==> config.mk <==
export PLATFORM = sky130hd
export DESIGN_NAME = one_wire_master_flat
export DESIGN_NICKNAME = d
export VERILOG_FILES = /design/src/owm_pkg.sv /design/src/owm_in_if.sv /design/src/owm_out_if.sv /design/src/one_wire_master.sv /design/src/flat_wrapper.sv
export SDC_FILE = /design/constraint.sdc
export NUM_CORES = 1
export LEC_CHECK = 0
export BUFFER_PORTS_ARGS = -buffer_cell sky130_fd_sc_hd__buf_2
export CAP_MARGIN = 25
export CORE_ASPECT_RATIO = 1.4
export CORE_MARGIN = 4
export CORE_UTILIZATION = 50
export CTS_BUF_LIST = sky130_fd_sc_hd__clkbuf_8
export DETAILED_ROUTE_END_ITERATION = 8
export GPL_TIMING_DRIVEN = 0
export HOLD_SLACK_MARGIN = 0.03
export PLACE_DENSITY = 0.68
export SLEW_MARGIN = 10
export SYNTH_ARGS = -nofsm -noshare
export SYNTH_HDL_FRONTEND = slang
export SYNTH_SLANG_ARGS = --single-unit
==> constraint.sdc <==
create_clock -name clk -period 12.9 [get_ports clk]
set_input_delay 1.29 -clock clk [delete_from_list [all_inputs] [get_ports clk]]
set_output_delay 1.29 -clock clk [all_outputs]
set_load 0.02 [all_outputs]
==> src/owm_pkg.sv <==
// ----------------------------------------------------------------------------
// owm_pkg: shared types and constants of the one-wire bus master
// Phase encoding, command codes, register indexes and field widths.
// ----------------------------------------------------------------------------
package owm_pkg;

  localparam int FUNC_W  = 3;
  localparam int DATA_W  = 8;
  localparam int LINES   = 3;
  localparam int SEL_W   = 2;
  localparam int CNT_W   = 10;
  localparam int LIM_W   = 8;
  localparam int BIDX_W  = 3;
  localparam int CIDX_W  = 3;
  localparam int CDATA_W = 10;

  typedef enum logic [3:0] {
    PH_IDLE      = 4'd0,
    PH_RST_LOW   = 4'd1,
    PH_RST_HIGH  = 4'd2,
    PH_PRES_WAIT = 4'd3,
    PH_PRES_LOW  = 4'd4,
    PH_WR_LOW    = 4'd5,
    PH_WR_HIGH   = 4'd6,
    PH_RD_LOW    = 4'd7,
    PH_RD_TAIL   = 4'd8
  } phase_t;

  typedef enum logic [FUNC_W-1:0] {
    OP_TICK  = 3'd0,
    OP_RESET = 3'd1,
    OP_WBYTE = 3'd2,
    OP_RBYTE = 3'd3,
    OP_WBIT  = 3'd4,
    OP_RBIT  = 3'd5
  } op_t;

  typedef enum logic [CIDX_W-1:0] {
    CFG_BUS_SELECT    = 3'd0,
    CFG_RESET_LOW     = 3'd1,
    CFG_PRES_WAIT     = 3'd2,
    CFG_PRES_LOW      = 3'd3,
    CFG_WR_ONE_LOW    = 3'd4,
    CFG_WR_ZERO_LOW   = 3'd5,
    CFG_RD_LOW        = 3'd6
  } cfg_idx_t;

  localparam logic [SEL_W-1:0] BUS_SELECT_RST     = 2'd0;
  localparam logic [CNT_W-1:0] RESET_LOW_RST      = 10'd750;
  localparam logic [LIM_W-1:0] PRES_WAIT_RST      = 8'd100;
  localparam logic [LIM_W-1:0] PRES_LOW_RST       = 8'd240;
  localparam logic [LIM_W-1:0] WR_ONE_LOW_RST     = 8'd8;
  localparam logic [LIM_W-1:0] WR_ZERO_LOW_RST    = 8'd70;
  localparam logic [LIM_W-1:0] RD_LOW_RST         = 8'd10;

endpackage

==> src/owm_in_if.sv <==
// ----------------------------------------------------------------------------
// owm_in_if: tick channel into the one-wire bus master
// Valid/ready handshake with command, data byte and sampled line level.
// ----------------------------------------------------------------------------
interface owm_in_if;
  logic       valid;
  logic       ready;
  logic [2:0] func;
  logic [7:0] data_value;
  logic       line_level;

  modport source (output valid, func, data_value, line_level, input ready);
  modport sink   (input valid, func, data_value, line_level, output ready);
endinterface

==> src/owm_out_if.sv <==
// ----------------------------------------------------------------------------
// owm_out_if: result channel of the one-wire bus master
// Valid/ready handshake with line drive masks, status and read value.
// ----------------------------------------------------------------------------
interface owm_out_if;
  logic       valid;
  logic       ready;
  logic [2:0] drive_low_mask;
  logic [2:0] drive_high_mask;
  logic       busy_res;
  logic       done_res;
  logic       presence_error;
  logic [7:0] read_value;

  modport source (output valid, drive_low_mask, drive_high_mask, busy_res, done_res,
                  presence_error, read_value, input ready);
  modport sink   (input valid, drive_low_mask, drive_high_mask, busy_res, done_res,
                  presence_error, read_value, output ready);
endinterface

==> src/one_wire_master.sv <==
// The result of a tick item sits in the result register in the cycle after it
// is accepted. Throughput: one item per cycle; the result register is the only
// stage, so a new item is taken whenever the result is empty or being taken.
// Reset (synchronous, active low) returns the bus phase to idle, clears the
// operation state and the result valid, and loads the timing registers' defaults.
// ----------------------------------------------------------------------------
// one_wire_master: tick-timed one-wire bus master
// Reset/presence, byte and bit write/read slots on one of three lines, or on none.
// ----------------------------------------------------------------------------
module one_wire_master #(
  parameter int RESET_RECOVER_TICKS   = 15,
  parameter int WRITE_ONE_HIGH_TICKS  = 58,
  parameter int WRITE_ZERO_HIGH_TICKS = 2,
  parameter int READ_TAIL_TICKS       = 45
) (
  input  logic                          clk,
  input  logic                          rst_n,
  owm_in_if.sink                        in_ch,
  owm_out_if.source                     out_ch,
  input  logic                          cfg_we,
  input  logic [owm_pkg::CIDX_W-1:0]    cfg_index,
  input  logic [owm_pkg::CDATA_W-1:0]   cfg_wdata
);
  import owm_pkg::*;

  localparam int CW = CNT_W + 1;
  localparam logic [CW-1:0] RECOVER_LIM = CW'(RESET_RECOVER_TICKS);
  localparam logic [CW-1:0] WR1_HI_LIM  = CW'(WRITE_ONE_HIGH_TICKS);
  localparam logic [CW-1:0] WR0_HI_LIM  = CW'(WRITE_ZERO_HIGH_TICKS);
  localparam logic [CW-1:0] TAIL_LIM    = CW'(READ_TAIL_TICKS);

  // Configuration registers
  logic [SEL_W-1:0] bus_select_r;
  logic [CNT_W-1:0] reset_low_r;
  logic [LIM_W-1:0] pres_wait_r, pres_low_r, wr_one_low_r, wr_zero_low_r, rd_low_r;

  // Bus state
  phase_t             phase_r, phase_nxt, phase_eff;
  logic [FUNC_W-1:0]  op_r, op_nxt;
  logic [CNT_W-1:0]   cnt_r, cnt_nxt;
  logic [BIDX_W-1:0]  bidx_r, bidx_nxt;
  logic [DATA_W-1:0]  sb_r, sb_nxt;

  // Result register
  logic               out_valid_r;
  logic [LINES-1:0]   lo_mask_r, hi_mask_r;
  logic               busy_r, done_r, err_r;
  logic [DATA_W-1:0]  rv_r;

  logic               accept, start;
  logic               lo, hi, done, err;
  logic [DATA_W-1:0]  rv;
  logic [LINES-1:0]   sel;
  logic [CW-1:0]      cnt_e, cnt_inc, lim;
  logic [FUNC_W-1:0]  op_e;
  logic [DATA_W-1:0]  sb_e;
  logic               func_ok;

  assign in_ch.ready = !out_valid_r || out_ch.ready;
  assign accept      = in_ch.valid && in_ch.ready;

  always_ff @(posedge clk) begin
    if (!rst_n) begin
      bus_select_r  <= BUS_SELECT_RST;
      reset_low_r   <= RESET_LOW_RST;
      pres_wait_r   <= PRES_WAIT_RST;
      pres_low_r    <= PRES_LOW_RST;
      wr_one_low_r  <= WR_ONE_LOW_RST;
      wr_zero_low_r <= WR_ZERO_LOW_RST;
      rd_low_r      <= RD_LOW_RST;
    end else if (cfg_we) begin
      unique case (cfg_idx_t'(cfg_index))
        CFG_BUS_SELECT:  bus_select_r  <= cfg_wdata[SEL_W-1:0];
        CFG_RESET_LOW:   reset_low_r   <= cfg_wdata[CNT_W-1:0];
        CFG_PRES_WAIT:   pres_wait_r   <= cfg_wdata[LIM_W-1:0];
        CFG_PRES_LOW:    pres_low_r    <= cfg_wdata[LIM_W-1:0];
        CFG_WR_ONE_LOW:  wr_one_low_r  <= cfg_wdata[LIM_W-1:0];
        CFG_WR_ZERO_LOW: wr_zero_low_r <= cfg_wdata[LIM_W-1:0];
        CFG_RD_LOW:      rd_low_r      <= cfg_wdata[LIM_W-1:0];
        default: ;
      endcase
    end
  end

  // A command only starts from idle; the command tick is the first tick of its work.
  assign func_ok = in_ch.func inside {OP_RESET, OP_WBYTE, OP_RBYTE, OP_WBIT, OP_RBIT};
  assign start   = (phase_r == PH_IDLE) && func_ok;

  always_comb begin
    phase_eff = phase_r;
    op_e      = op_r;
    cnt_e     = {1'b0, cnt_r};
    sb_e      = sb_r;
    if (start) begin
      op_e  = in_ch.func;
      cnt_e = '0;
      unique case (op_t'(in_ch.func))
        OP_RESET: begin
          phase_eff = PH_RST_LOW;
        end
        OP_WBYTE: begin
          phase_eff = PH_WR_LOW;
          sb_e      = in_ch.data_value;
        end
        OP_WBIT: begin
          phase_eff = PH_WR_LOW;
          sb_e      = {{(DATA_W-1){1'b0}}, in_ch.data_value[0]};
        end
        default: begin
          phase_eff = PH_RD_LOW;
          sb_e      = '0;
        end
      endcase
    end
  end

  // Next state, with the completion status that goes with it
  always_comb begin
    phase_nxt = phase_eff;
    op_nxt    = op_e;
    sb_nxt    = sb_e;
    bidx_nxt  = start ? '0 : bidx_r;
    cnt_inc   = cnt_e + CW'(1);
    cnt_nxt   = cnt_e[CNT_W-1:0];
    lim       = '0;
    done      = 1'b0;
    err       = 1'b0;
    rv        = '0;
    unique case (phase_eff)
      PH_RST_LOW: begin
        cnt_nxt = cnt_inc[CNT_W-1:0];
        if (cnt_inc >= {1'b0, reset_low_r}) begin
          phase_nxt = PH_RST_HIGH;
          cnt_nxt   = '0;
        end
      end
      PH_RST_HIGH: begin
        cnt_nxt = cnt_inc[CNT_W-1:0];
        if (cnt_inc >= RECOVER_LIM) begin
          phase_nxt = PH_PRES_WAIT;
          cnt_nxt   = '0;
        end
      end
      PH_PRES_WAIT: begin
        lim = CW'(pres_wait_r);
        if (cnt_e >= lim) begin
          err  = 1'b1;
          done = 1'b1;
        end else if (in_ch.line_level) begin
          cnt_nxt = cnt_inc[CNT_W-1:0];
          if (cnt_inc >= lim) begin
            err  = 1'b1;
            done = 1'b1;
          end
        end else if (pres_low_r <= LIM_W'(1)) begin
          err  = 1'b1;
          done = 1'b1;
        end else begin
          cnt_nxt   = CNT_W'(1);
          phase_nxt = PH_PRES_LOW;
        end
      end
      PH_PRES_LOW: begin
        lim = CW'(pres_low_r);
        if (cnt_e >= lim) begin
          err  = 1'b1;
          done = 1'b1;
        end else if (!in_ch.line_level) begin
          cnt_nxt = cnt_inc[CNT_W-1:0];
          if (cnt_inc >= lim) begin
            err  = 1'b1;
            done = 1'b1;
          end
        end else begin
          done = 1'b1;
        end
      end
      PH_WR_LOW: begin
        lim     = sb_e[0] ? CW'(wr_one_low_r) : CW'(wr_zero_low_r);
        cnt_nxt = cnt_inc[CNT_W-1:0];
        if (cnt_inc >= lim) begin
          phase_nxt = PH_WR_HIGH;
          cnt_nxt   = '0;
        end
      end
      PH_WR_HIGH: begin
        lim     = sb_e[0] ? WR1_HI_LIM : WR0_HI_LIM;
        cnt_nxt = cnt_inc[CNT_W-1:0];
        if (cnt_inc >= lim) begin
          cnt_nxt = '0;
          sb_nxt  = sb_e >> 1;
          if (op_e == OP_WBIT || bidx_nxt == '1) begin
            done = 1'b1;
          end else begin
            bidx_nxt  = bidx_nxt + BIDX_W'(1);
            phase_nxt = PH_WR_LOW;
          end
        end
      end
      PH_RD_LOW: begin
        cnt_nxt = cnt_inc[CNT_W-1:0];
        if (cnt_inc >= CW'(rd_low_r)) begin
          phase_nxt = PH_RD_TAIL;
          cnt_nxt   = '0;
        end
      end
      PH_RD_TAIL: begin
        // The bit is sampled on the first released tick of the slot.
        if (cnt_e == '0) begin
          if (op_e == OP_RBIT) begin
            sb_nxt = {{(DATA_W-1){1'b0}}, in_ch.line_level};
          end else begin
            sb_nxt = {in_ch.line_level, sb_e[DATA_W-1:1]};
          end
        end
        cnt_nxt = cnt_inc[CNT_W-1:0];
        if (cnt_inc >= TAIL_LIM) begin
          cnt_nxt = '0;
          if (op_e == OP_RBIT || bidx_nxt == '1) begin
            rv   = sb_nxt;
            done = 1'b1;
          end else begin
            bidx_nxt  = bidx_nxt + BIDX_W'(1);
            phase_nxt = PH_RD_LOW;
          end
        end
      end
      default: begin
        phase_nxt = PH_IDLE;
      end
    endcase
    if (done) begin
      phase_nxt = PH_IDLE;
      cnt_nxt   = '0;
      bidx_nxt  = '0;
    end
  end

  // Line drive for this tick
  always_comb begin
    lo = 1'b0;
    hi = 1'b0;
    unique case (phase_eff) inside
      PH_RST_LOW, PH_WR_LOW, PH_RD_LOW: lo = 1'b1;
      PH_RST_HIGH, PH_WR_HIGH:          hi = 1'b1;
      default: ;
    endcase
  end

  always_comb begin
    sel = '0;
    if (bus_select_r < SEL_W'(LINES)) begin
      sel[bus_select_r] = 1'b1;
    end
  end

  always_ff @(posedge clk) begin
    if (!rst_n) begin
      phase_r     <= PH_IDLE;
      op_r        <= '0;
      cnt_r       <= '0;
      bidx_r      <= '0;
      sb_r        <= '0;
      out_valid_r <= 1'b0;
    end else begin
      if (accept) begin
        phase_r <= phase_nxt;
        op_r    <= op_nxt;
        cnt_r   <= cnt_nxt;
        bidx_r  <= bidx_nxt;
        sb_r    <= sb_nxt;
      end
      if (in_ch.ready) begin
        out_valid_r <= accept;
      end
    end
  end

  always_ff @(posedge clk) begin
    if (accept) begin
      lo_mask_r <= lo ? sel : '0;
      hi_mask_r <= hi ? sel : '0;
      busy_r    <= (phase_nxt != PH_IDLE);
      done_r    <= done;
      err_r     <= err;
      rv_r      <= rv;
    end
  end

  assign out_ch.valid           = out_valid_r;
  assign out_ch.drive_low_mask  = lo_mask_r;
  assign out_ch.drive_high_mask = hi_mask_r;
  assign out_ch.busy_res        = busy_r;
  assign out_ch.done_res        = done_r;
  assign out_ch.presence_error  = err_r;
  assign out_ch.read_value      = rv_r;

endmodule

==> src/flat_wrapper.sv <==
// flat-port wrapper written by rule: the top's interface ports become plain ports
module one_wire_master_flat import owm_pkg::*;
#(
  parameter int RESET_RECOVER_TICKS   = 15,
  parameter int WRITE_ONE_HIGH_TICKS  = 58,
  parameter int WRITE_ZERO_HIGH_TICKS = 2,
  parameter int READ_TAIL_TICKS       = 45
)
  (clk, rst_n, cfg_we, cfg_index, cfg_wdata, in_ch_valid, in_ch_func, in_ch_data_value, in_ch_line_level, in_ch_ready, out_ch_valid, out_ch_drive_low_mask, out_ch_drive_high_mask, out_ch_busy_res, out_ch_done_res, out_ch_presence_error, out_ch_read_value, out_ch_ready);
  owm_in_if in_ch_i ();
  owm_out_if out_ch_i ();
  input  logic clk;
  input  logic rst_n;
  input  logic cfg_we;
  input  logic [owm_pkg::CIDX_W-1:0] cfg_index;
  input  logic [owm_pkg::CDATA_W-1:0] cfg_wdata;
  input wire logic [$bits(in_ch_i.valid)-1:0] in_ch_valid;
  input wire logic [$bits(in_ch_i.func)-1:0] in_ch_func;
  input wire logic [$bits(in_ch_i.data_value)-1:0] in_ch_data_value;
  input wire logic [$bits(in_ch_i.line_level)-1:0] in_ch_line_level;
  output wire logic [$bits(in_ch_i.ready)-1:0] in_ch_ready;
  output wire logic [$bits(out_ch_i.valid)-1:0] out_ch_valid;
  output wire logic [$bits(out_ch_i.drive_low_mask)-1:0] out_ch_drive_low_mask;
  output wire logic [$bits(out_ch_i.drive_high_mask)-1:0] out_ch_drive_high_mask;
  output wire logic [$bits(out_ch_i.busy_res)-1:0] out_ch_busy_res;
  output wire logic [$bits(out_ch_i.done_res)-1:0] out_ch_done_res;
  output wire logic [$bits(out_ch_i.presence_error)-1:0] out_ch_presence_error;
  output wire logic [$bits(out_ch_i.read_value)-1:0] out_ch_read_value;
  input wire logic [$bits(out_ch_i.ready)-1:0] out_ch_ready;
  assign in_ch_i.valid = in_ch_valid;
  assign in_ch_i.func = in_ch_func;
  assign in_ch_i.data_value = in_ch_data_value;
  assign in_ch_i.line_level = in_ch_line_level;
  assign in_ch_ready = in_ch_i.ready;
  assign out_ch_valid = out_ch_i.valid;
  assign out_ch_drive_low_mask = out_ch_i.drive_low_mask;
  assign out_ch_drive_high_mask = out_ch_i.drive_high_mask;
  assign out_ch_busy_res = out_ch_i.busy_res;
  assign out_ch_done_res = out_ch_i.done_res;
  assign out_ch_presence_error = out_ch_i.presence_error;
  assign out_ch_read_value = out_ch_i.read_value;
  assign out_ch_i.ready = out_ch_ready;
  one_wire_master #(.RESET_RECOVER_TICKS(RESET_RECOVER_TICKS), .WRITE_ONE_HIGH_TICKS(WRITE_ONE_HIGH_TICKS), .WRITE_ZERO_HIGH_TICKS(WRITE_ZERO_HIGH_TICKS), .READ_TAIL_TICKS(READ_TAIL_TICKS)) u_core (.clk(clk), .rst_n(rst_n), .in_ch(in_ch_i), .out_ch(out_ch_i), .cfg_we(cfg_we), .cfg_index(cfg_index), .cfg_wdata(cfg_wdata));
endmodule
# --- Word-level counts from Yosys, hierarchy flattened ---
# Index checks and enable logic that the tools add are counted.
# W data, S select, Z words.
totals:
  regBits: 98
  input_bits: 30
  out_inout_bits: 19
  elab_cells: 145
classes:
  magnitude_cmp: 14
  n_addsub: 2
  mux: 65
  n_reduce_logical: 23
  n_eq_ne: 22
ops:
  columns: ["cell", "n"]
  rows:
  - ["$mux W10", 13]
  - ["$pmux W10 S8", 1]
  - ["$mux W4", 13]
  - ["$mux W8", 5]
  - ["$ge A11 B8 Y1", 3]
  - ["$pmux W4 S8", 1]
  - ["$eq A3 B3 Y1 const B", 8]
  - ["$mux W3", 8]
  - ["$pmux W8 S3", 1]
  - ["$ge A11 B11 Y1", 2]
  - ["$ge A10 B8 Y1", 2]
  - ["$eq A4 B3 Y1 const B", 4]
  - ["$mux W1", 16]
  - ["$pmux W8 S2", 1]
  - ["$reduce_and A2 Y1", 7]
  - ["$eq A3 B2 Y1 const B", 4]
  - ["$pmux W3 S2", 2]
  - ["$add A10 B1 Y11 const B", 1]
  - ["$ge A11 B10 Y1", 1]
  - ["$ge A11 B4 Y1 const B", 1]
  - ["$ge A11 B6 Y1 const B", 1]
  - ["$logic_not A11 Y1", 1]
  - ["$eq A4 B2 Y1 const B", 2]
  - ["$le A8 B1 Y1 const B", 1]
  - ["21 further kinds", 27]

# --- Longest topological paths before layout ---
logic_depth:
  ltp_word: 12
  mapped_depth: 23
  mapped_depth_nobuf: 19

# --- Worst setup path before layout ---
# Ideal clock, no wire load.
synth_path:
  kind: "input-to-reg"
  startpoint: "in in_ch_func[2]"
  endpoint: "reg u_core.phase_r[1]"
  path_slack_ps: 6842
  arrival_time_ps: 5988
  setup_time_ps: 71
  stages: 21
  n_path_buf: 4
  required_time_ps: 12829
  path_cell_list: "clkbuf_1 or3_1 nand3_1 clkbuf_1 clkbuf_1 and2_1 ha_1 nand3_1 xor2_1 or2_2 inv_2 ha_1 a2111o_1 o22ai_1 and3_1 clkbuf_1 or3_1 o2111ai_1 or3_4 or3_1 a21oi_1"
synth_via:
  elab_chain_cells: 11
  word_cells_on_any_way: 65
  classes_between: "1 x add/sub; 10 x order compare; 16 x eq/ne; 33 x mux; 5 x reduce/logical"
synth_lines:
  columns: ["item", "line", "text"]
  rows:
  - ["start: declaration", "flat_wrapper.sv:18", "input wire logic [$bits(in_ch_i.func)-1:0] in_ch_func;"]
  - ["$eq A3 B1 Y1, or another cell as far along", "one_wire_master.sv:86, one_wire_master.sv:97", null]
  - ["$reduce_bool A5 Y1", "one_wire_master.sv:86", "assign func_ok = in_ch.func inside {OP_RESET, OP_WBYTE, OP_RBYTE, OP_WBIT, OP_RBIT};"]
  - ["$logic_and A1 B1 Y1", "one_wire_master.sv:87", "assign start = (phase_r == PH_IDLE) && func_ok;"]
  - ["$mux W10", "one_wire_master.sv:94", "if (start) begin"]
  - ["$add A10 B1 Y11", "one_wire_master.sv:123", "cnt_inc = cnt_e + CW'(1);"]
  - ["$ge A11 B8 Y1, on equally long branches", "one_wire_master.sv:170, one_wire_master.sv:151", null]
  - ["$mux W1, on equally long branches", "one_wire_master.sv:170, one_wire_master.sv:151", null]
  - ["$mux W1, on equally long branches", "one_wire_master.sv:168, one_wire_master.sv:149", null]
  - ["$mux W1, on equally long branches", "one_wire_master.sv:165, one_wire_master.sv:146", null]
  - ["$pmux W1 S4", "one_wire_master.sv:129", "unique case (phase_eff)"]
  - ["$mux W4 (*)", "one_wire_master.sv:232", "if (done) begin"]
  - ["end signal: assignment", "one_wire_master.sv:267", "phase_r <= phase_nxt;"]
  - ["end: declaration", "one_wire_master.sv:38", "phase_t phase_r, phase_nxt, phase_eff;"]
# Mark *: on every way between the ends. The rest lies on a longest branch, timed or not.
# A chain may end at the register's enable or synchronous reset.

# --- Final worst setup path ---
layout_path:
  startpoint: "in in_ch_func[0]"
  endpoint: "reg u_core.cnt_r[1]"
layout_via:
  elab_chain_cells: 11
  word_cells_on_any_way: 65
  classes_between: "1 x add/sub; 10 x order compare; 16 x eq/ne; 33 x mux; 5 x reduce/logical"
layout_lines:
  columns: ["item", "line", "text"]
  rows:
  - ["$eq A3 B1 Y1, or another cell as far along", "one_wire_master.sv:86, one_wire_master.sv:97", null]
  - ["$reduce_bool A5 Y1", "one_wire_master.sv:86", null]
  - ["$logic_and A1 B1 Y1", "one_wire_master.sv:87", null]
  - ["$mux W10", "one_wire_master.sv:94", null]
  - ["$add A10 B1 Y11", "one_wire_master.sv:123", null]
  - ["$ge A11 B8 Y1, on equally long branches", "one_wire_master.sv:170, one_wire_master.sv:151", null]
  - ["$mux W1, on equally long branches", "one_wire_master.sv:170, one_wire_master.sv:151", null]
  - ["$mux W1, on equally long branches", "one_wire_master.sv:168, one_wire_master.sv:149", null]
  - ["$mux W1, on equally long branches", "one_wire_master.sv:165, one_wire_master.sv:146", null]
  - ["$pmux W1 S4", "one_wire_master.sv:129", null]
  - ["$mux W10 (*)", "one_wire_master.sv:232", null]
  - ["end signal: assignment", "one_wire_master.sv:269", "cnt_r <= cnt_nxt;"]
  - ["end: declaration", "one_wire_master.sv:40", "logic [CNT_W-1:0] cnt_r, cnt_nxt;"]
# Marks and branches as above.

==> results.md <==
* Status: complete, no violations
* Total placed instance area at 7440 µm²
* Number of antenna repair diodes at 0
* Total Negative Setup Slacks at 0 ps
* Number of synthesized flops with an enable pin at 17
* Total track usage at 28.4%
* Static leakage at 3.16 nW
* Number of maximum-capacitance constraint violations at 0
* Via Count at 7,053
* Post-Synthesis Net Count at 995
* Initial standard-cell utilization of the core at 51.7%
* Number of DRC markers in iteration 0 at 485
* Gp weighted congestion at 1.01
* Detailed placer's ending HPWL at 16,800 µm
* Synth top area cells: dfxtp_1 23%, ha_1 10%, nand2_1 7.8%, edfxtp_1 7.3%, a21oi_1 5.4%
* Max Buffers Root-to-Sink at 2
* Most common library cells after synthesis: 145 x nand2_1, 81 x dfxtp_1, 76 x a21oi_1, 75 x nor2_1, 57 x ha_1
* Clock-pin slew reported for the worst setup and hold paths after clock tree synthesis at 110 ps
* Proportion of netlist area held by the largest area contributor at 23.2%
* Number of clock buffers inserted by TritonCTS at 9
* Tightest Hold Check Type: flop to flop
* Die boundary width at 108 µm
* Part of the cycle the worst path needs at 58.1%
* Htree depth at 3
* Power Density at 104 nW/µm²
* Area of combinational cells with multiple inputs at 4490 µm²
* Setup crit start kind: primary input
* Sequential element share of the synthesized area at 30.5%
* Worst r2r path cells at 21
* Cell chosen for the clock root: clkbuf_8
* Routed wirelength normalized by instance count at 19.3 µm
* Number of top-level pins at 49
* Count of warnings emitted by yosys at 0
* Reg area at 2130 µm²
* Logic pwr share at 30.2%
* Most instantiated library cell after synthesis: nand2_1
* Final setup viols at 0
* Die Outline Area at 15,900 µm²
* Clock tree from TritonCTS: yes
* Period minus WS final at 7490 ps
* Critical Path Sink Type: flop
* Worst max-slew margin expressed relative to the limit at 33.3%
* CTS hold repair buffers at 0
* Worst setup path endpoint: u_core.cnt_r[1]
* Floorplan core area at 13,500 µm²
* Async set-or-reset flop fraction in the synthesized netlist at 0%
* Clk pwr share at 28.2%
* Internal power of the cells at 500 µW
* Critical R2R Capture: u_core.cnt_r[1]
* Reported net switching power at 297 µW
* FILL cells at 1,356
* Syn-to-layout area delta at 9.86%
* Final standard cell utilization of the core at 56.8%
* Grt ovf at 0
* Critical path type: primary input to flop
* Number of distinct library cells after synthesis at 66
* Cell area after synthesis at 6980 µm²
* Sw Share at 37.3%
* First-pass GRT wire length at 35,400 µm
* Number of failing hold endpoints at the final stage at 0
* Final setup skew at 15.2 ps
* Setup crit start: in_ch_func[0]
* R2R Path Start: u_core.phase_r[1]
* Flop and latch count out of synthesis at 98
* Setup repair after global routing missed its margin: false
* Post-synth top flop: dfxtp_1
* Total number of clock tree sinks at 98
* Final ANT Viol Nets at 0
* Avg Inst Size Synth at 7.69 µm²
* Register-to-register setup slack at 6080 ps
* Worst-margin pin slew at 996 ps
* Number of cell rows at 50
* Cell type contributing the most total cell area after synthesis: dfxtp_1
* Required time reported for the critical path endpoint at 13,180 ps
* Fin area at 7670 µm²
* Layout Nets at 1,053
* Number of DRC violations after detailed routing at 0
* Sequential share of power at 41.6%
* Proportion of layout cells with a drive suffix above 1 at 8.44%
* Postcts setup bufs at 0
* Via-per-instance ratio at 6.12
* Maximum achievable frequency at 0.134 GHz
* Critical Path Fanout Max at 10
* Port Buf Inserts at 45
* Number of gates resized after CTS at 0
* Via count of the first global-routing pass at 6,487
* Length of the first detailed-routing pass in iterations at 6
* Final WL at 22,300 µm
* Pin count of the biggest net entering global routing at 20
* Maximum VDD drop at 0.121 mV
* Pins over their slew limit at 0
* Data arrival time of the worst path at 7770 ps
* Antenna violations before repair at 0
* Die extent in y at 148 µm
* Insertion delay of the later-clocked pin in the worst-skew pair at 400 ps
* Post-synthesis instance total at 908
-- power groups by stage --
stage,Clock [mW],Sequential (mW),Combinational (mW)
after floorplan,0,0.342,0.160
after global placement,0,0.338,0.234
after detailed placement,0,0.339,0.235
after CTS,0.227,0.331,0.236
after global routing,0.239,0.333,0.264
final,0.225,0.332,0.241
-- layout make-up --
type	instances	share of cell area, %
Multi-Input combinational cell	719	58.5
Sequential cell	98	27.8
Timing Repair Buffer	47	3.18
Tap cell	182	2.97
Buffer	43	2.35
Inverter	48	2.35
Clock buffer	9	1.62
Clock inverter	7	1.21
-- worst max-delay path: stages --
cell,delay [ps]
clkbuf_1,200
or3_1,450
nand3_1,240
clkbuf_1,360
clkbuf_1,500
and2_1,440
ha_1,270
clkbuf_1,360
xor2_1,560
buf_4,290
ha_1,180
or2_2,110
a21oi_1,80
nor3b_1,200
a2111oi_0,130
maj3_1,380
o31ai_1,300
o2111ai_1,500
a21o_1,370
a2111oi_0,430
o41ai_1,100
-- flip-flops by register name, indices dropped and copies added (netlist names), 8 cells and up --
signal / count
u_core.cnt_r: 10
u_core.reset_low_r: 10
u_core.out_ch.read_value: 8
u_core.pres_low_r: 8
u_core.pres_wait_r: 8
u_core.rd_low_r: 8
u_core.sb_r: 8
u_core.wr_one_low_r: 8
u_core.wr_zero_low_r: 8
-- worst min path at each step --
| stage | startpoint | to | cells after the start |
|---|---|---|---|
| 2_1_floorplan | u_core.bidx_r[0] | u_core.bidx_r[0] | 1 |
| 3_3_place_gp | u_core.wr_zero_low_r[5] | u_core.wr_zero_low_r[5] | 2 |
| 3_5_place_dp | u_core.wr_zero_low_r[7] | u_core.wr_zero_low_r[7] | 2 |
| 4_1_cts | u_core.rd_low_r[5] | u_core.rd_low_r[5] | 2 |
| 5_1_grt | u_core.bidx_r[0] | u_core.bidx_r[0] | 1 |
| 6_report | u_core.wr_zero_low_r[7] | u_core.wr_zero_low_r[7] | 2 |
-- layer usage --
layer / routed length, µm / up-vias / global-route usage (%) / part of all wire [%]
li1: - / 3425 / - / -
met1: 8910 / 3253 / 35.8 / 40
met2: 11000 / 319 / 48.3 / 49
met3: 1540 / 56 / 3.54 / 6.9
met4: 859 / 0 / 12.7 / 3.9
met5: 0 / - / 0 / 0
-- metrics by stage --
step	total power [mW]	instances	worst slack [ps]	hold slack (ps)
after floorplan	0.502	908	6840	423
after global placement	0.572	1135	5030	441
after detailed placement	0.574	1136	5010	449
after CTS	0.795	1152	5310	465
after global routing	0.836	1153	5150	484
final	0.798	1153	5410	463
-- logic make-up after synthesis --
family	after synthesis	synth area share, %
AND/OR/NAND/NOR	353	23.4
AO/OA/AOI/OAI	278	26.4
flip-flops	98	30.5
buffers and inverters	91	5.16
adder cells (fa/ha/maj)	64	11.2
multiplexers	15	2.15
XOR/XNOR	9	1.13
-- cell usage in the layout (no fill, tap or decap), types with 8 or more instances in the layout --
cell type  netlist  final
o31ai_1         10     10
nand3_1         28     28
mux2i_1         15     15
a21o_1           9      9
clkbuf_1        38     38
nor3_1          25     25
o21a_1          11     11
nand2b_1        18     18
nand2_1        145    145
and3_1           8      8
edfxtp_1        17     17
or3_1            9      9
buf_2            3     48
nor2_1          75     75
ha_1            57     57
clkbuf_8         0      9
a21oi_1         76     76
dfxtp_1         81     81
o21ai_0         53     53
a2bb2oi_1        8      8
inv_1           45     45
a22oi_1         17     17
o211ai_1        19     19
and2_1          10     10
o221ai_1         8      8
No activity file was read; power rests on OpenSTA's default activity.
